### src/design/assert_macros.svh
// ---------------------------------------------------------------------------
// Assertion macros
// Shared concurrent assertion forms for the socket demux blocks.
// ---------------------------------------------------------------------------
`ifndef ASSERT_MACROS_SVH
`define ASSERT_MACROS_SVH

// Same-cycle implication, disabled during reset.
`define UDSD_IMPLIES(label, clk, rst, ante, cons, msg) \
  label: assert property (@(posedge clk) disable iff (rst) (ante) |-> (cons)) \
    else $error(msg);

// Next-cycle implication, disabled during reset.
`define UDSD_NEXT(label, clk, rst, ante, cons, msg) \
  label: assert property (@(posedge clk) disable iff (rst) (ante) |=> (cons)) \
    else $error(msg);

`endif

### src/design/udsd_pkg.sv
// ---------------------------------------------------------------------------
// udsd_pkg
// Types, codes and constants of the datagram socket demux table.
// ---------------------------------------------------------------------------
`default_nettype none

package udsd_pkg;

  localparam int ENTRIES       = 64;
  localparam int IDX_W         = $clog2(ENTRIES);
  localparam int CNT_W         = $clog2(ENTRIES + 1);
  localparam int QUEUE_LIMIT   = 16;
  localparam int Q_W           = 5;
  localparam int PORT_ATTEMPTS = 16384;
  localparam int ATT_W         = $clog2(PORT_ATTEMPTS + 1);

  localparam logic [15:0] EPH_BASE    = 16'd49152;
  localparam logic [15:0] PORT_MAX    = 16'hffff;
  localparam logic [31:0] ALL_ONES    = 32'hffff_ffff;
  localparam logic [7:0]  LOOP_NET    = 8'd127;
  localparam logic [15:0] LOW_PORTS   = 16'd1024;
  localparam logic [15:0] MAX_PAYLOAD = 16'd1472;
  localparam logic [1:0]  IFACE_BAD   = 2'd3;

  typedef enum logic [2:0] {
    CMD_OPEN    = 3'd0,
    CMD_CLOSE   = 3'd1,
    CMD_OPTIONS = 3'd2,
    CMD_BIND    = 3'd3,
    CMD_CONNECT = 3'd4,
    CMD_DELIVER = 3'd5,
    CMD_DEQUEUE = 3'd6,
    CMD_NOP     = 3'd7
  } cmd_e;

  typedef enum logic [3:0] {
    ST_OK       = 4'd0,
    ST_FULL     = 4'd1,
    ST_NOT_OPEN = 4'd2,
    ST_BOUND    = 4'd3,
    ST_ADDR     = 4'd4,
    ST_DENIED   = 4'd5,
    ST_IN_USE   = 4'd6,
    ST_DROPPED  = 4'd7,
    ST_EMPTY    = 4'd8
  } status_e;

  typedef enum logic [2:0] {
    FSM_IDLE,
    FSM_OPEN,
    FSM_SLOT,
    FSM_CONF,
    FSM_DLV,
    FSM_EMIT
  } fsm_e;

  typedef struct packed {
    logic              bound;
    logic [31:0]       laddr;
    logic [15:0]       port;
    logic              connected;
    logic [31:0]       paddr;
    logic [15:0]       pport;
    logic [1:0]        iface;
    logic              reuse;
    logic [Q_W-1:0]    queued;
  } entry_t;

  typedef struct packed {
    cmd_e        command;
    logic [5:0]  slot;
    logic [31:0] address;
    logic [15:0] port;
    logic [31:0] source_address;
    logic [15:0] sender_port;
    logic [15:0] length;
    logic [1:0]  interface_req;
    logic        reuse_flag;
    logic        may_bind_low;
    logic        may_bind_device;
    logic        disconnect;
  } cmd_t;

  typedef struct packed {
    status_e     status;
    logic [5:0]  slot;
    logic [15:0] port;
    logic [4:0]  queued;
    logic        last;
  } result_t;

  typedef struct packed {
    logic    valid;
    result_t res;
  } emit_t;

  typedef struct packed {
    logic [IDX_W-1:0] me;
    logic [31:0]      bip;
    logic [15:0]      cand;
    logic             me_reuse;
  } bind_ctx_t;

  typedef struct packed {
    logic hit;
    logic conflict;
  } eval_t;

endpackage

`default_nettype wire

### src/design/udsd_eval.sv
// ---------------------------------------------------------------------------
// udsd_eval
// Judges one table entry: deliver match and bind port conflict.
// ---------------------------------------------------------------------------
`default_nettype none

module udsd_eval
  import udsd_pkg::*;
(
  input  wire entry_t           rec,
  input  wire logic [IDX_W-1:0] rec_idx,
  input  wire cmd_t             cq,
  input  wire bind_ctx_t        bctx,
  output eval_t                 ev
);

  logic iface_ok;
  logic addr_ok;
  logic peer_ok;
  logic room_ok;
  logic addr_apart;

  // An entry that is not open reads as all zero, so it is never bound.
  always_comb begin
    iface_ok   = (rec.iface == 2'd0) || (rec.iface == cq.interface_req);
    addr_ok    = (rec.laddr == 32'd0) || (rec.laddr == cq.address);
    peer_ok    = !rec.connected ||
                 ((rec.paddr == cq.source_address) && (rec.pport == cq.sender_port));
    room_ok    = rec.queued < Q_W'(QUEUE_LIMIT);
    ev.hit     = rec.bound && iface_ok && (rec.port == cq.port) && addr_ok &&
                 peer_ok && room_ok;
    addr_apart = (bctx.bip != 32'd0) && (rec.laddr != 32'd0) && (bctx.bip != rec.laddr);
    ev.conflict = (rec_idx != bctx.me) && rec.bound && (rec.port == bctx.cand) &&
                  !addr_apart && !(bctx.me_reuse && rec.reuse);
  end

endmodule

`default_nettype wire

### src/design/udsd_seq.sv
// ---------------------------------------------------------------------------
// udsd_seq
// Command sequencer: reads, modifies and writes back table entries.
// ---------------------------------------------------------------------------
`default_nettype none

`include "assert_macros.svh"

module udsd_seq
  import udsd_pkg::*;
(
  input  wire logic             clk,
  input  wire logic             rst,
  input  wire logic             in_valid,
  output logic                  in_stall,
  input  wire cmd_t             cmd_in,
  input  wire logic [31:0]      local_address,
  input  wire logic             out_ready,
  output emit_t                 emit,
  output logic                  mem_we,
  output logic [IDX_W-1:0]      mem_waddr,
  output entry_t                mem_wdata,
  output logic                  mem_re,
  output logic [IDX_W-1:0]      mem_raddr,
  input  wire entry_t           mem_rdata
);

  fsm_e               state, state_next;
  cmd_t               cq, cq_next;
  logic [ENTRIES-1:0] open_q, open_next;
  logic [CNT_W-1:0]   idx, idx_next;
  logic [IDX_W-1:0]   rd_idx, rd_idx_next;
  logic               rd_pend, rd_pend_next;
  entry_t             me, me_next;
  logic [15:0]        cand, cand_next;
  logic [ATT_W-1:0]   attempts, attempts_next;
  logic [15:0]        eph, eph_next;
  result_t            pend, pend_next;
  logic               pend_v, pend_v_next;
  result_t            res, res_next;

  entry_t    rec;
  entry_t    nrec;
  bind_ctx_t bctx;
  eval_t     ev;
  logic      accept;
  logic      scan_end;
  logic      hold;
  logic      is_bind;
  logic [15:0] bport;
  logic [15:0] eph_inc;
  logic [ATT_W-1:0] att_inc;

  assign rec      = open_q[rd_idx] ? mem_rdata : '0;
  assign accept   = in_valid && !in_stall;
  assign scan_end = rd_pend && (rd_idx == IDX_W'(ENTRIES - 1));
  assign is_bind  = (cq.command == CMD_BIND);
  assign bport    = is_bind ? cq.port : 16'd0;
  assign eph_inc  = (eph == PORT_MAX) ? EPH_BASE : eph + 16'd1;
  assign att_inc  = attempts + ATT_W'(1);

  always_comb begin
    bctx.me       = cq.slot;
    bctx.bip      = is_bind ? cq.address : 32'd0;
    bctx.cand     = cand;
    bctx.me_reuse = me.reuse;
  end

  udsd_eval u_eval (
    .rec     (rec),
    .rec_idx (rd_idx),
    .cq      (cq),
    .bctx    (bctx),
    .ev      (ev)
  );

  always_ff @(posedge clk) begin
    if (rst) begin
      state    <= FSM_IDLE;
      open_q   <= '0;
      eph      <= EPH_BASE;
      pend_v   <= 1'b0;
      rd_pend  <= 1'b0;
      idx      <= '0;
      attempts <= '0;
    end else begin
      state    <= state_next;
      open_q   <= open_next;
      eph      <= eph_next;
      pend_v   <= pend_v_next;
      rd_pend  <= rd_pend_next;
      idx      <= idx_next;
      attempts <= attempts_next;
    end
  end

  always_ff @(posedge clk) begin
    cq     <= cq_next;
    rd_idx <= rd_idx_next;
    me     <= me_next;
    cand   <= cand_next;
    pend   <= pend_next;
    res    <= res_next;
  end

  always_comb begin
    state_next    = state;
    cq_next       = cq;
    open_next     = open_q;
    idx_next      = idx;
    rd_idx_next   = rd_idx;
    rd_pend_next  = rd_pend;
    me_next       = me;
    cand_next     = cand;
    attempts_next = attempts;
    eph_next      = eph;
    pend_next     = pend;
    pend_v_next   = pend_v;
    res_next      = res;
    in_stall      = (state != FSM_IDLE);
    emit          = '0;
    mem_we        = 1'b0;
    mem_waddr     = rd_idx;
    mem_wdata     = '0;
    mem_re        = 1'b0;
    mem_raddr     = idx[IDX_W-1:0];
    nrec          = rec;
    hold          = 1'b0;

    case (state)
      FSM_IDLE: begin
        if (accept) begin
          cq_next = cmd_in;
          case (cmd_in.command)
            CMD_NOP: begin
              state_next = FSM_IDLE;
            end
            CMD_OPEN: begin
              idx_next   = '0;
              state_next = FSM_OPEN;
            end
            CMD_DELIVER: begin
              if (cmd_in.length > MAX_PAYLOAD) begin
                res_next   = '{ST_DROPPED, 6'd0, 16'd0, 5'd0, 1'b1};
                state_next = FSM_EMIT;
              end else begin
                idx_next     = '0;
                rd_pend_next = 1'b0;
                pend_v_next  = 1'b0;
                state_next   = FSM_DLV;
              end
            end
            default: begin
              if (!open_q[cmd_in.slot]) begin
                res_next   = '{ST_NOT_OPEN, cmd_in.slot, 16'd0, 5'd0, 1'b1};
                state_next = FSM_EMIT;
              end else begin
                mem_re      = 1'b1;
                mem_raddr   = cmd_in.slot;
                rd_idx_next = cmd_in.slot;
                state_next  = FSM_SLOT;
              end
            end
          endcase
        end
      end

      FSM_OPEN: begin
        if (idx == CNT_W'(ENTRIES)) begin
          res_next   = '{ST_FULL, 6'd0, 16'd0, 5'd0, 1'b1};
          state_next = FSM_EMIT;
        end else if (!open_q[idx[IDX_W-1:0]]) begin
          mem_we                     = 1'b1;
          mem_waddr                  = idx[IDX_W-1:0];
          mem_wdata                  = '0;
          open_next[idx[IDX_W-1:0]]  = 1'b1;
          res_next   = '{ST_OK, idx[IDX_W-1:0], 16'd0, 5'd0, 1'b1};
          state_next = FSM_EMIT;
        end else begin
          idx_next = idx + CNT_W'(1);
        end
      end

      FSM_SLOT: begin
        res_next   = '{ST_OK, cq.slot, rec.port, rec.queued, 1'b1};
        state_next = FSM_EMIT;
        case (cq.command)
          CMD_CLOSE: begin
            open_next[cq.slot] = 1'b0;
            res_next.port      = 16'd0;
            res_next.queued    = 5'd0;
          end
          CMD_OPTIONS: begin
            nrec.reuse = cq.reuse_flag;
            if (cq.interface_req == IFACE_BAD) begin
              res_next.status = ST_ADDR;
            end else if (!cq.may_bind_device) begin
              if (cq.interface_req != rec.iface) begin
                res_next.status = ST_DENIED;
              end
            end else begin
              nrec.iface = cq.interface_req;
            end
            mem_we    = 1'b1;
            mem_wdata = nrec;
          end
          CMD_DEQUEUE: begin
            if (rec.queued == 5'd0) begin
              res_next.status = ST_EMPTY;
            end else begin
              nrec.queued     = rec.queued - 5'd1;
              res_next.queued = nrec.queued;
              mem_we          = 1'b1;
              mem_wdata       = nrec;
            end
          end
          default: begin
            // Bind, and connect: a disconnect, a plain peer update or an implicit bind.
            if (cq.command == CMD_CONNECT && cq.disconnect) begin
              nrec.connected = 1'b0;
              mem_we         = 1'b1;
              mem_wdata      = nrec;
            end else if (cq.command == CMD_CONNECT && rec.bound) begin
              nrec.connected = 1'b1;
              nrec.paddr     = cq.address;
              nrec.pport     = cq.port;
              mem_we         = 1'b1;
              mem_wdata      = nrec;
            end else if (rec.bound) begin
              res_next.status = ST_BOUND;
            end else if (bctx.bip != 32'd0 && bctx.bip[31:24] != LOOP_NET &&
                         bctx.bip != local_address) begin
              res_next.status = ST_ADDR;
            end else if (bport != 16'd0 && bport < LOW_PORTS && !cq.may_bind_low) begin
              res_next.status = ST_DENIED;
            end else begin
              me_next       = rec;
              attempts_next = '0;
              idx_next      = '0;
              rd_pend_next  = 1'b0;
              if (bport != 16'd0) begin
                cand_next = bport;
              end else begin
                cand_next = eph;
                eph_next  = eph_inc;
              end
              state_next = FSM_CONF;
            end
          end
        endcase
      end

      FSM_CONF: begin
        if (rd_pend && ev.conflict) begin
          rd_pend_next = 1'b0;
          idx_next     = '0;
          if (bport != 16'd0 || att_inc == ATT_W'(PORT_ATTEMPTS)) begin
            res_next   = '{ST_IN_USE, cq.slot, me.port, me.queued, 1'b1};
            state_next = FSM_EMIT;
          end else begin
            attempts_next = att_inc;
            cand_next     = eph;
            eph_next      = eph_inc;
          end
        end else if (scan_end) begin
          nrec       = me;
          nrec.bound = 1'b1;
          nrec.laddr = bctx.bip;
          nrec.port  = cand;
          if (cq.command == CMD_CONNECT) begin
            nrec.connected = 1'b1;
            nrec.paddr     = cq.address;
            nrec.pport     = cq.port;
          end
          mem_we     = 1'b1;
          mem_waddr  = cq.slot;
          mem_wdata  = nrec;
          res_next   = '{ST_OK, cq.slot, cand, me.queued, 1'b1};
          state_next = FSM_EMIT;
        end else begin
          mem_re       = (idx != CNT_W'(ENTRIES));
          rd_pend_next = mem_re;
          if (mem_re) begin
            rd_idx_next = idx[IDX_W-1:0];
            idx_next    = idx + CNT_W'(1);
          end
        end
      end

      FSM_DLV: begin
        hold = rd_pend && ev.hit && pend_v && !out_ready;
        if (!hold) begin
          if (rd_pend && ev.hit) begin
            nrec.queued = rec.queued + 5'd1;
            mem_we      = 1'b1;
            mem_waddr   = rd_idx;
            mem_wdata   = nrec;
            if (cq.address != ALL_ONES) begin
              res_next   = '{ST_OK, rd_idx, rec.port, nrec.queued, 1'b1};
              state_next = FSM_EMIT;
            end else begin
              if (pend_v) begin
                emit.valid = 1'b1;
                emit.res   = pend;
              end
              pend_next   = '{ST_OK, rd_idx, rec.port, nrec.queued, 1'b0};
              pend_v_next = 1'b1;
            end
          end
          if (state_next == FSM_DLV) begin
            if (scan_end) begin
              if (pend_v_next) begin
                res_next      = pend_next;
                res_next.last = 1'b1;
              end else begin
                res_next = '{ST_DROPPED, 6'd0, 16'd0, 5'd0, 1'b1};
              end
              state_next = FSM_EMIT;
            end else begin
              mem_re       = (idx != CNT_W'(ENTRIES));
              rd_pend_next = mem_re;
              if (mem_re) begin
                rd_idx_next = idx[IDX_W-1:0];
                idx_next    = idx + CNT_W'(1);
              end
            end
          end
        end
      end

      FSM_EMIT: begin
        if (out_ready) begin
          emit.valid = 1'b1;
          emit.res   = res;
          state_next = FSM_IDLE;
        end
      end

      default: begin
        state_next = FSM_IDLE;
      end
    endcase
  end

  `UDSD_IMPLIES(a_emit_ready, clk, rst, emit.valid, out_ready, "result emitted into a busy output register")
  `UDSD_IMPLIES(a_rw_apart, clk, rst, mem_we && mem_re, mem_waddr != mem_raddr, "read and write hit the same entry in one cycle")
  `UDSD_IMPLIES(a_eph_range, clk, rst, state != FSM_IDLE || !in_stall, eph >= EPH_BASE, "ephemeral counter left its range")
  `UDSD_NEXT(a_hold_keeps, clk, rst, state == FSM_DLV && hold, $stable(rd_idx) && $stable(pend), "deliver scan moved while holding a receiver")

endmodule

`default_nettype wire

### config.mk
export PLATFORM = sky130hd
export DESIGN_NAME = udsd_seq
export DESIGN_NICKNAME = d
export VERILOG_FILES = /design/src/design/udsd_pkg.sv /design/src/design/udsd_eval.sv /design/src/design/udsd_seq.sv
export VERILOG_INCLUDE_DIRS = /design/src /design/src/design
export SDC_FILE = /design/constraint.sdc
export NUM_CORES = 1
export LEC_CHECK = 0
export ABC_CLOCK_PERIOD_IN_PS = 6750
export BUFFER_PORTS_ARGS = -buffer_cell sky130_fd_sc_hd__buf_2
export CORE_ASPECT_RATIO = 1.2
export CORE_MARGIN = 5
export CORE_UTILIZATION = 35
export CTS_CLUSTER_DIAMETER = 200
export CTS_CLUSTER_SIZE = 14
export DETAILED_ROUTE_END_ITERATION = 10
export HOLD_SLACK_MARGIN = 0.12
export SYNTH_ARGS = -nofsm -noshare
export SYNTH_HDL_FRONTEND = slang
export SYNTH_SLANG_ARGS = --single-unit
### constraint.sdc
create_clock -name clk -period 6.75 [get_ports clk]
set_input_delay 1.0125 -clock clk [delete_from_list [all_inputs] [get_ports clk]]
set_output_delay 1.0125 -clock clk [all_outputs]
set_load 0.005 [all_outputs]
==> impl_metrics.csv, run 1 <==
group,metric,value,unit
setup_path,rr_endpoint,"res[5]",
power,ir_drop,0.000221,V
synthesis,synth_cell_types,96,
setup_path,timing.rr.start,"rd_idx[1]",
global_routing,overflow,0,
cts,clk_path_buf_depth,3,
sta,slew_violations,0,
global_routing,antenna_found_initial,20,
setup_path,cp.arrival,5.64,ns
worst_hold_path,worstHoldEndpoint,"attempts[14]",
global_routing,grt_pass1_wl,171,mm
sta,timing.hold.ws,0.505,ns
synthesis,synthArstFlopShare,0,%
synthesis,synth_nets,3187,
power,finalPower,6460,uW
cts,insertion_delay,0.62,ns
route,wl_per_cell,28.6,um
route,drc,0,
floorplan,die_x,257,um
status,status,"complete, no violations",
synthesis,avgSynthCellArea,8.84,um2
route,drt-initial-drc-count,3721,
floorplan,pin_count,423,
route,via_per_inst,6.41,
finish,drive_above_1_share,21.4,%
synthesis,yosys_warnings,0,
placement,place_inst,4154,
synthesis,synthCells,2910,
route,ant_nets,0,
setup_path,worst_setup_path_start_kind,"flop",
placement,dp_hpwl,88.9,mm
placement,numPortBuffers,422,
sta,worst_slack,0.100,ns
floorplan,core,73200,um2
sta,worst_slew_pin_slew,1.28,ns
worst_hold_path,hp-start,"attempts[14]",
synthesis,synthTopCellsByArea,"edfxtp_1 31%, dfxtp_1 8.3%, o21ai_0 4.7%",
power,power.density,215,nW/um2
finish,fin_cells,4237,
setup_path,end_kind,"primary output",
sta,setup_violations,0,
cts,ctsHoldBuffers,0,
sta,skew,0.0193,ns
setup_path,r2r_slack,0.93,ns
floorplan,dieArea,79000,um2
power,p_leak,0.0111,uW
cts,cts.sinks,376,
placement,place_congestion,1.00,
cts,cts_buffers,30,
synthesis,synth_edf_count,269,
setup_path,crit_type,"flop to primary output",
finish,utilization,41.0,%
cts,h-tree-depth,1,
cts,root_buffer,"clkbuf_16",
synthesis,yosysTopAreaCellShare,31.4,%
worst_hold_path,hp-class,"flop to flop",
placement,place_ws,0.0786,ns
synthesis,ys_ff_latch,376,
global_routing,grt_usage,28.5,%
floorplan,die_h,307,um
synthesis,synthFlopType,"edfxtp_1",
route,dr.pass1.iters,6,
sta,fin_crit_sh,98.5,%
sta,fin_crit,6.65,ns
finish,nets,3533,
synthesis,synth_top_area_cell,"edfxtp_1",
flow_run,drv_cap,0,
sta,relSlewSlack,14.2,%
route,dr_total_vias,27100,
setup_path,cp_data_required_time,5.74,ns
floorplan,num_rows,109,
cts,cts_tree,"done",
route,wirelength,121,mm
cts,cts.clk_slew.worst_paths,0.08,ns
floorplan,initial_utilization,35.1,%
setup_path,cp_max_fo,24,
worst_hold_path,whs_path_depth,1,
finish,area_growth,16.7,%
global_routing,grt_max_degree,96,
setup_path,r2r_cells,17,
global_routing,grt_pass1_vias,24900,
synthesis,syn_area,25700,um2
synthesis,ys_seq_area_share,39.7,%
sta,hold_viol,0,
sta,fmax,150,MHz
cells by family after synthesis:
| kind of cell | share of synthesized area [%] |
|---|---|
| adder cells (fa/ha/maj) | 0.389 |
| flip-flops | 39.7 |
| AND/OR/NAND/NOR | 19.1 |
| buffers and inverters | 5.79 |
| XOR/XNOR | 2.66 |
| AO/OA/AOI/OAI | 25.8 |
| multiplexers | 6.54 |
cell usage after synthesis, types with 12 or more instances:
cell type	n
mux4_2	40
a21boi_0	21
a211oi_1	12
nor3_1	63
mux2_2	24
nand2b_1	51
buf_1	13
o21ai_1	40
o31ai_1	20
nor4bb_1	16
and3_1	19
a31oi_1	59
nand2_1	310
nand4_1	33
nand3_1	107
mux2i_1	51
buf_2	20
o32ai_1	23
o211ai_1	12
buf_6	13
a22oi_1	30
xnor2_1	68
a32oi_1	15
and2_1	21
nor4_1	75
a21o_1	15
nor2_1	225
o21ai_0	243
a221oi_1	48
or2_2	14
a21oi_1	156
a22o_1	90
edfxtp_1	269
inv_1	130
dfxtp_1	107
a2111oi_0	17
a311oi_1	15
clkbuf_1	178
o22ai_1	48
a41oi_1	22
what timing repair did:
item | 4_1_cts | 5_1_grt
endpoints found under the setup margin | 138 | 104
pin swaps | 4 | 2
gates resized for setup | 3 | 9
setup buffers | 3 | 8
gates cloned | 1 | 1
flip-flops by register name (all words and copies together) (netlist names), 3 cells and up:
name	count
cq	105
me	72
open_q	64
res	32
pend	31
cand	16
eph	16
attempts	15
bctx	7
idx	7
rd_idx	6
state	3
worst max path at each step:
stage,startpoint,to,slack [ns]
floorplan,in_valid,mem_raddr[0],0.83
global placement,rd_idx[0],emit[5],0.16
detailed placement,rd_idx[0],emit[5],0.08
CTS,rd_idx[0],emit[5],0.005
global route,rd_idx[0],emit[5],-0.06
finish,rd_idx[1],mem_wdata[62],0.10
routing by layer:
metal,wire length [um],up-vias,part of all wire [%],global-route usage [%]
li1,-,11900,-,-
met2,56300,1870,47,47.3
met1,44200,13000,36,35.2
met3,13000,362,11,6.16
met4,7450,18,6.2,14.2
met5,110,-,0.091,0
through the flow:
stage	TNS [ns]	instance area (um2)
after floorplan	0	25700
after global placement	0	28900
after detailed placement	0	28900
after CTS	0	29900
after global routing	-0.202	30000
final	0	30000
cell usage in the layout, fill, tap and decap left out, types with 15 or more instances in the layout:
master	instances
buf_2	422
nand2_1	309
edfxtp_1	269
o21ai_0	240
nor2_1	221
a21oi_1	155
inv_1	130
dfxtp_1	107
buf_4	107
nand3_1	106
a22o_1	90
nor4_1	75
xnor2_1	68
nor3_1	62
a31oi_1	59
nand2b_1	51
mux2i_1	48
o22ai_1	48
a221oi_1	48
o21ai_1	43
mux4_2	40
nand4_1	33
clkbuf_16	31
a22oi_1	30
mux2_2	24
clkbuf_1	24
o32ai_1	23
a41oi_1	22
a21boi_0	21
and2_1	20
o31ai_1	20
and3_1	19
a2111oi_0	17
nor4bb_1	16
a21o_1	15
a311oi_1	15
worst max-delay path, stage by stage, from the launching register on:
cell	delay, ns
edfxtp_1	0.42
buf_6	0.20
mux2i_1	0.14
mux4_2	0.53
a221oi_4	0.36
a22oi_2	0.13
buf_4	0.20
buf_4	0.19
buf_4	0.15
buf_4	0.16
nor2_2	0.34
nand2_1	0.16
o2111ai_2	0.26
buf_4	0.45
nand2_1	0.13
nor2_1	0.39
buf_4	0.37
a22o_1	0.26
buf_2	0.14
report_power, final:
part	switching [uW]	internal, uW
registers	287	2700
clock network	907	870
logic	1120	578
total	2310	4140
final cells by class:
cell class | instances | area (um2)
Inverter | 133 | 499
Timing Repair Buffer | 538 | 3080
Sequential cell | 376 | 10200
Antenna cell | 14 | 35.0
Tap cell | 943 | 1180
Clock buffer | 56 | 880
Multi-Input combinational cell | 2177 | 14100
Fill cell | 7381 | 43200
Power figures use the tool's default switching activity.
==> inputs of run 2 (changes only) <==
Settings changed: ABC_AREA set to 1, SLEW_MARGIN set to 20.
==> impl_metrics.csv, run 2 <==
group,metric,value,unit
status,status,"complete, no violations",
synthesis,synthArstFlopShare,0,%
sta,skew,0.0165,ns
global_routing,grt_pass1_vias,26100,
setup_path,slowest_delay,0.53,ns
setup_path,cp_data_required_time,5.74,ns
sta,fmax,156,MHz
setup_path,path_depth,23,
floorplan,die_h,306,um
cts,clk_path_buf_depth,3,
setup_path,critPathSlowestCell,"edfxtp_1",
finish,layout_commonest_cell,"nand2_1",
sta,rsz0062_at_grt,"no",
synthesis,synth_nets,3850,
global_routing,top_usage_layer,"met2",
placement,place_inst,4800,
floorplan,num_rows,108,
finish,top_register,"cq",
setup_path,worst_setup_path_start_kind,"flop",
route,drc,0,
finish,utilization,40.8,%
finish,fin_cells,4865,
sta,worst_slew_pin_slew,1.12,ns
global_routing,grt_usage,27.7,%
synthesis,avgSynthCellArea,7.16,um2
floorplan,die_x,257,um
setup_path,r2r_slack,1.11,ns
synthesis,synth_cell_types,58,
route,ant_nets,0,
global_routing,use_met3,5.32,%
cts,cts_tree,"done",
global_routing,overflow,0,
route,wirelength,115,mm
synthesis,synth_edf_count,269,
finish,area_growth,15.5,%
route,wl_per_cell,23.7,um
finish,reg_top3,"cq: 105 flops, me: 72 flops, open_q: 64 flops",
sta,relSlewSlack,25.4,%
floorplan,dieArea,78600,um2
synthesis,yosysTopAreaCellShare,31.6,%
global_routing,grt_use_met1,35.3,%
setup_path,rr_endpoint,"open_q[48]",
setup_path,cp.arrival,5.39,ns
synthesis,ys_seq_area_share,40.0,%
placement,dp_hpwl,87.6,mm
cts,cts_buffers,30,
power,p_leak,0.0126,uW
route,drt-initial-drc-count,3294,
cts,ctsHoldBuffers,0,
global_routing,grt_pass1_wl,169,mm
sta,fin_setup_tns,0,ns
worst_hold_path,hp-class,"flop to flop",
synthesis,yosys_warnings,0,
sta,setup_violations,0,
placement,place_ws,0.681,ns
finish,drive_above_1_share,15.0,%
setup_path,timing.rr.start,"idx[0]",
cts,h-tree-depth,1,
global_routing,grt_max_degree,99,
cts,root_buffer,"clkbuf_16",
setup_path,crit_top_cell,"nand2_1",
route,dr_total_vias,27800,
sta,slew_violations,0,
placement,place_congestion,1.06,
synthesis,synth.most_common_cell,"nand2_1",
synthesis,syn_area,25600,um2
setup_path,crit_family,"simple AND/OR/NAND/NOR gates",
flow_run,drv_cap,0,
cts,cts.sinks,376,
global_routing,antenna_found_initial,16,
finish,nets,4179,
sta,worst_slack,0.344,ns
route,dr.pass1.iters,6,
sta,timing.hold.ws,0.492,ns
floorplan,pin_count,423,
setup_path,r2r_cells,15,
sta,hold_viol,0,
cts,insertion_delay,0.63,ns
setup_path,endpoint,"mem_wdata[82]",
synthesis,synth_top_area_cell,"edfxtp_1",
power,ir_drop,0.000243,V
global_routing,use_met2,45.4,%
placement,numPortBuffers,422,
floorplan,initial_utilization,35.3,%
setup_path,critPathLaunch,"rd_idx[1]",
setup_path,end_kind,"primary output",
sta,fin_crit,6.41,ns
synthesis,synthCells,3573,
setup_path,cp_max_fo,54,
synthesis,ys_top_cells_by_count,"1055 x nand2_1, 395 x inv_1, 307 x nand3_1, 269 x edfxtp_1, 253 x nor2_1",
setup_path,cp.buffers_inverters,5,
finish,mostFrequentLayoutCells,"1052 x nand2_1, 422 x buf_2, 394 x inv_1",
power,power.density,342,nW/um2
setup_path,path_cells,"buf_4, nand3_1, nand2_1, a21oi_1, nor2_1, nor2_1, nand2_1, nand2_8, buf_12, buf_4, nand2_1, nand2_1, nand4_1, nor2_1, nand2_1, nor2_1, nand2_1, nand2_1, nand2_1, nand3_4, buf_4, o22ai_1, buf_2",
setup_path,crit_type,"flop to primary output",
route,via_per_inst,5.72,
finish,largest_register_ffs,105,
synthesis,synthFlopType,"edfxtp_1",
cts,cts.clk_slew.worst_paths,0.08,ns
synthesis,synthTopCellsByArea,"edfxtp_1 32%, nand2_1 15%, dfxtp_1 8.4%",
sta,fin_crit_sh,94.9,%
synthesis,ys_ff_latch,376,
floorplan,core,72400,um2
[run 2: changes by cell type after synthesis, sizes merged, moves of 51 or more]
| cell | before | now |
|---|---|---|
| inv | 130 | 401 |
| nor4 | 77 | 20 |
| clkbuf | 178 | 102 |
| nand3 | 109 | 310 |
| xor2 | 10 | 61 |
| nand2b | 51 | 0 |
| a22o | 91 | 1 |
| o221ai | 0 | 54 |
| o22ai | 50 | 127 |
| nand2 | 310 | 1065 |
[run 2: layer usage]
| layer | routed length, um | up-vias |
|---|---|---|
| met5 | 99 | - |
| met4 | 6380 | 16 |
| met3 | 10900 | 303 |
| met2 | 53000 | 1581 |
| met1 | 45000 | 13000 |
| li1 | - | 12900 |
[run 2: cells by family (layout without fill, tap and decap cells)]
kind of cell / after synthesis / count (layout) / synth area share [%]
muxes: 1 / 1 / 0.0392
adders and majority gates: 8 / 8 / 0.392
xor gates and xnor gates: 79 / 79 / 2.71
and+or+nand+nor: 1765 / 1765 / 29.0
buffers and inverters: 597 / 947 / 9.55
DFF: 376 / 376 / 40.0
other: 0 / 7 / 0
AOI/OAI and AO/OA: 747 / 747 / 18.4
[run 2: power by group]
| part | switching, uW | leakage, uW | total (uW) | internal (uW) |
|---|---|---|---|---|
| clock | 909 | 0.000409 | 1750 | 843 |
| sequential | 327 | 0.00330 | 3330 | 3000 |
| combinational | 3690 | 0.00894 | 5020 | 1330 |
[run 2: how the worst min path moves through the flow]
stage / start / to / slack [ns] / cells after the start
after detailed placement: eph[9] / eph[9] / 0.48 / 2
after global routing: attempts[1] / attempts[1] / 0.52 / 2
after CTS: eph[9] / eph[9] / 0.49 / 2
final: eph[9] / eph[9] / 0.49 / 2
after floorplan: attempts[4] / attempts[4] / 0.46 / 2
after global placement: eph[9] / eph[9] / 0.48 / 2
[run 2: repair_timing]
action                     4_1_cts  5_1_grt
gates resized for setup          1       14
buffers inserted                 0        5
gates cloned                     0        0
setup endpoints to repair        1      139
pin swaps                        0        2
[run 2: per-stage QoR]
stage                     area, um2  total power (uW)
after floorplan               25600              6540
after global placement        28500              8230
after detailed placement      28500              8230
after CTS                     29400              9970
after global routing          29500             10700
final                         29500             10100
[run 2: final cells by class]
class | instances | area [um2]
Antenna cell | 7 | 17.5
Clock buffer | 52 | 843
Clock inverter | 1 | 16.3
Fill cell | 7689 | 42900
Inverter | 414 | 1570
Multi-Input combinational cell | 2600 | 13100
Sequential cell | 376 | 10200
Tap cell | 935 | 1170
Timing Repair Buffer | 480 | 2630
[run 2: tightest hold or removal path: stages (launching register included)]
cell and delay (ns):
dfxtp_1 0.33, nand2_1 0.06, a21oi_1 0.06
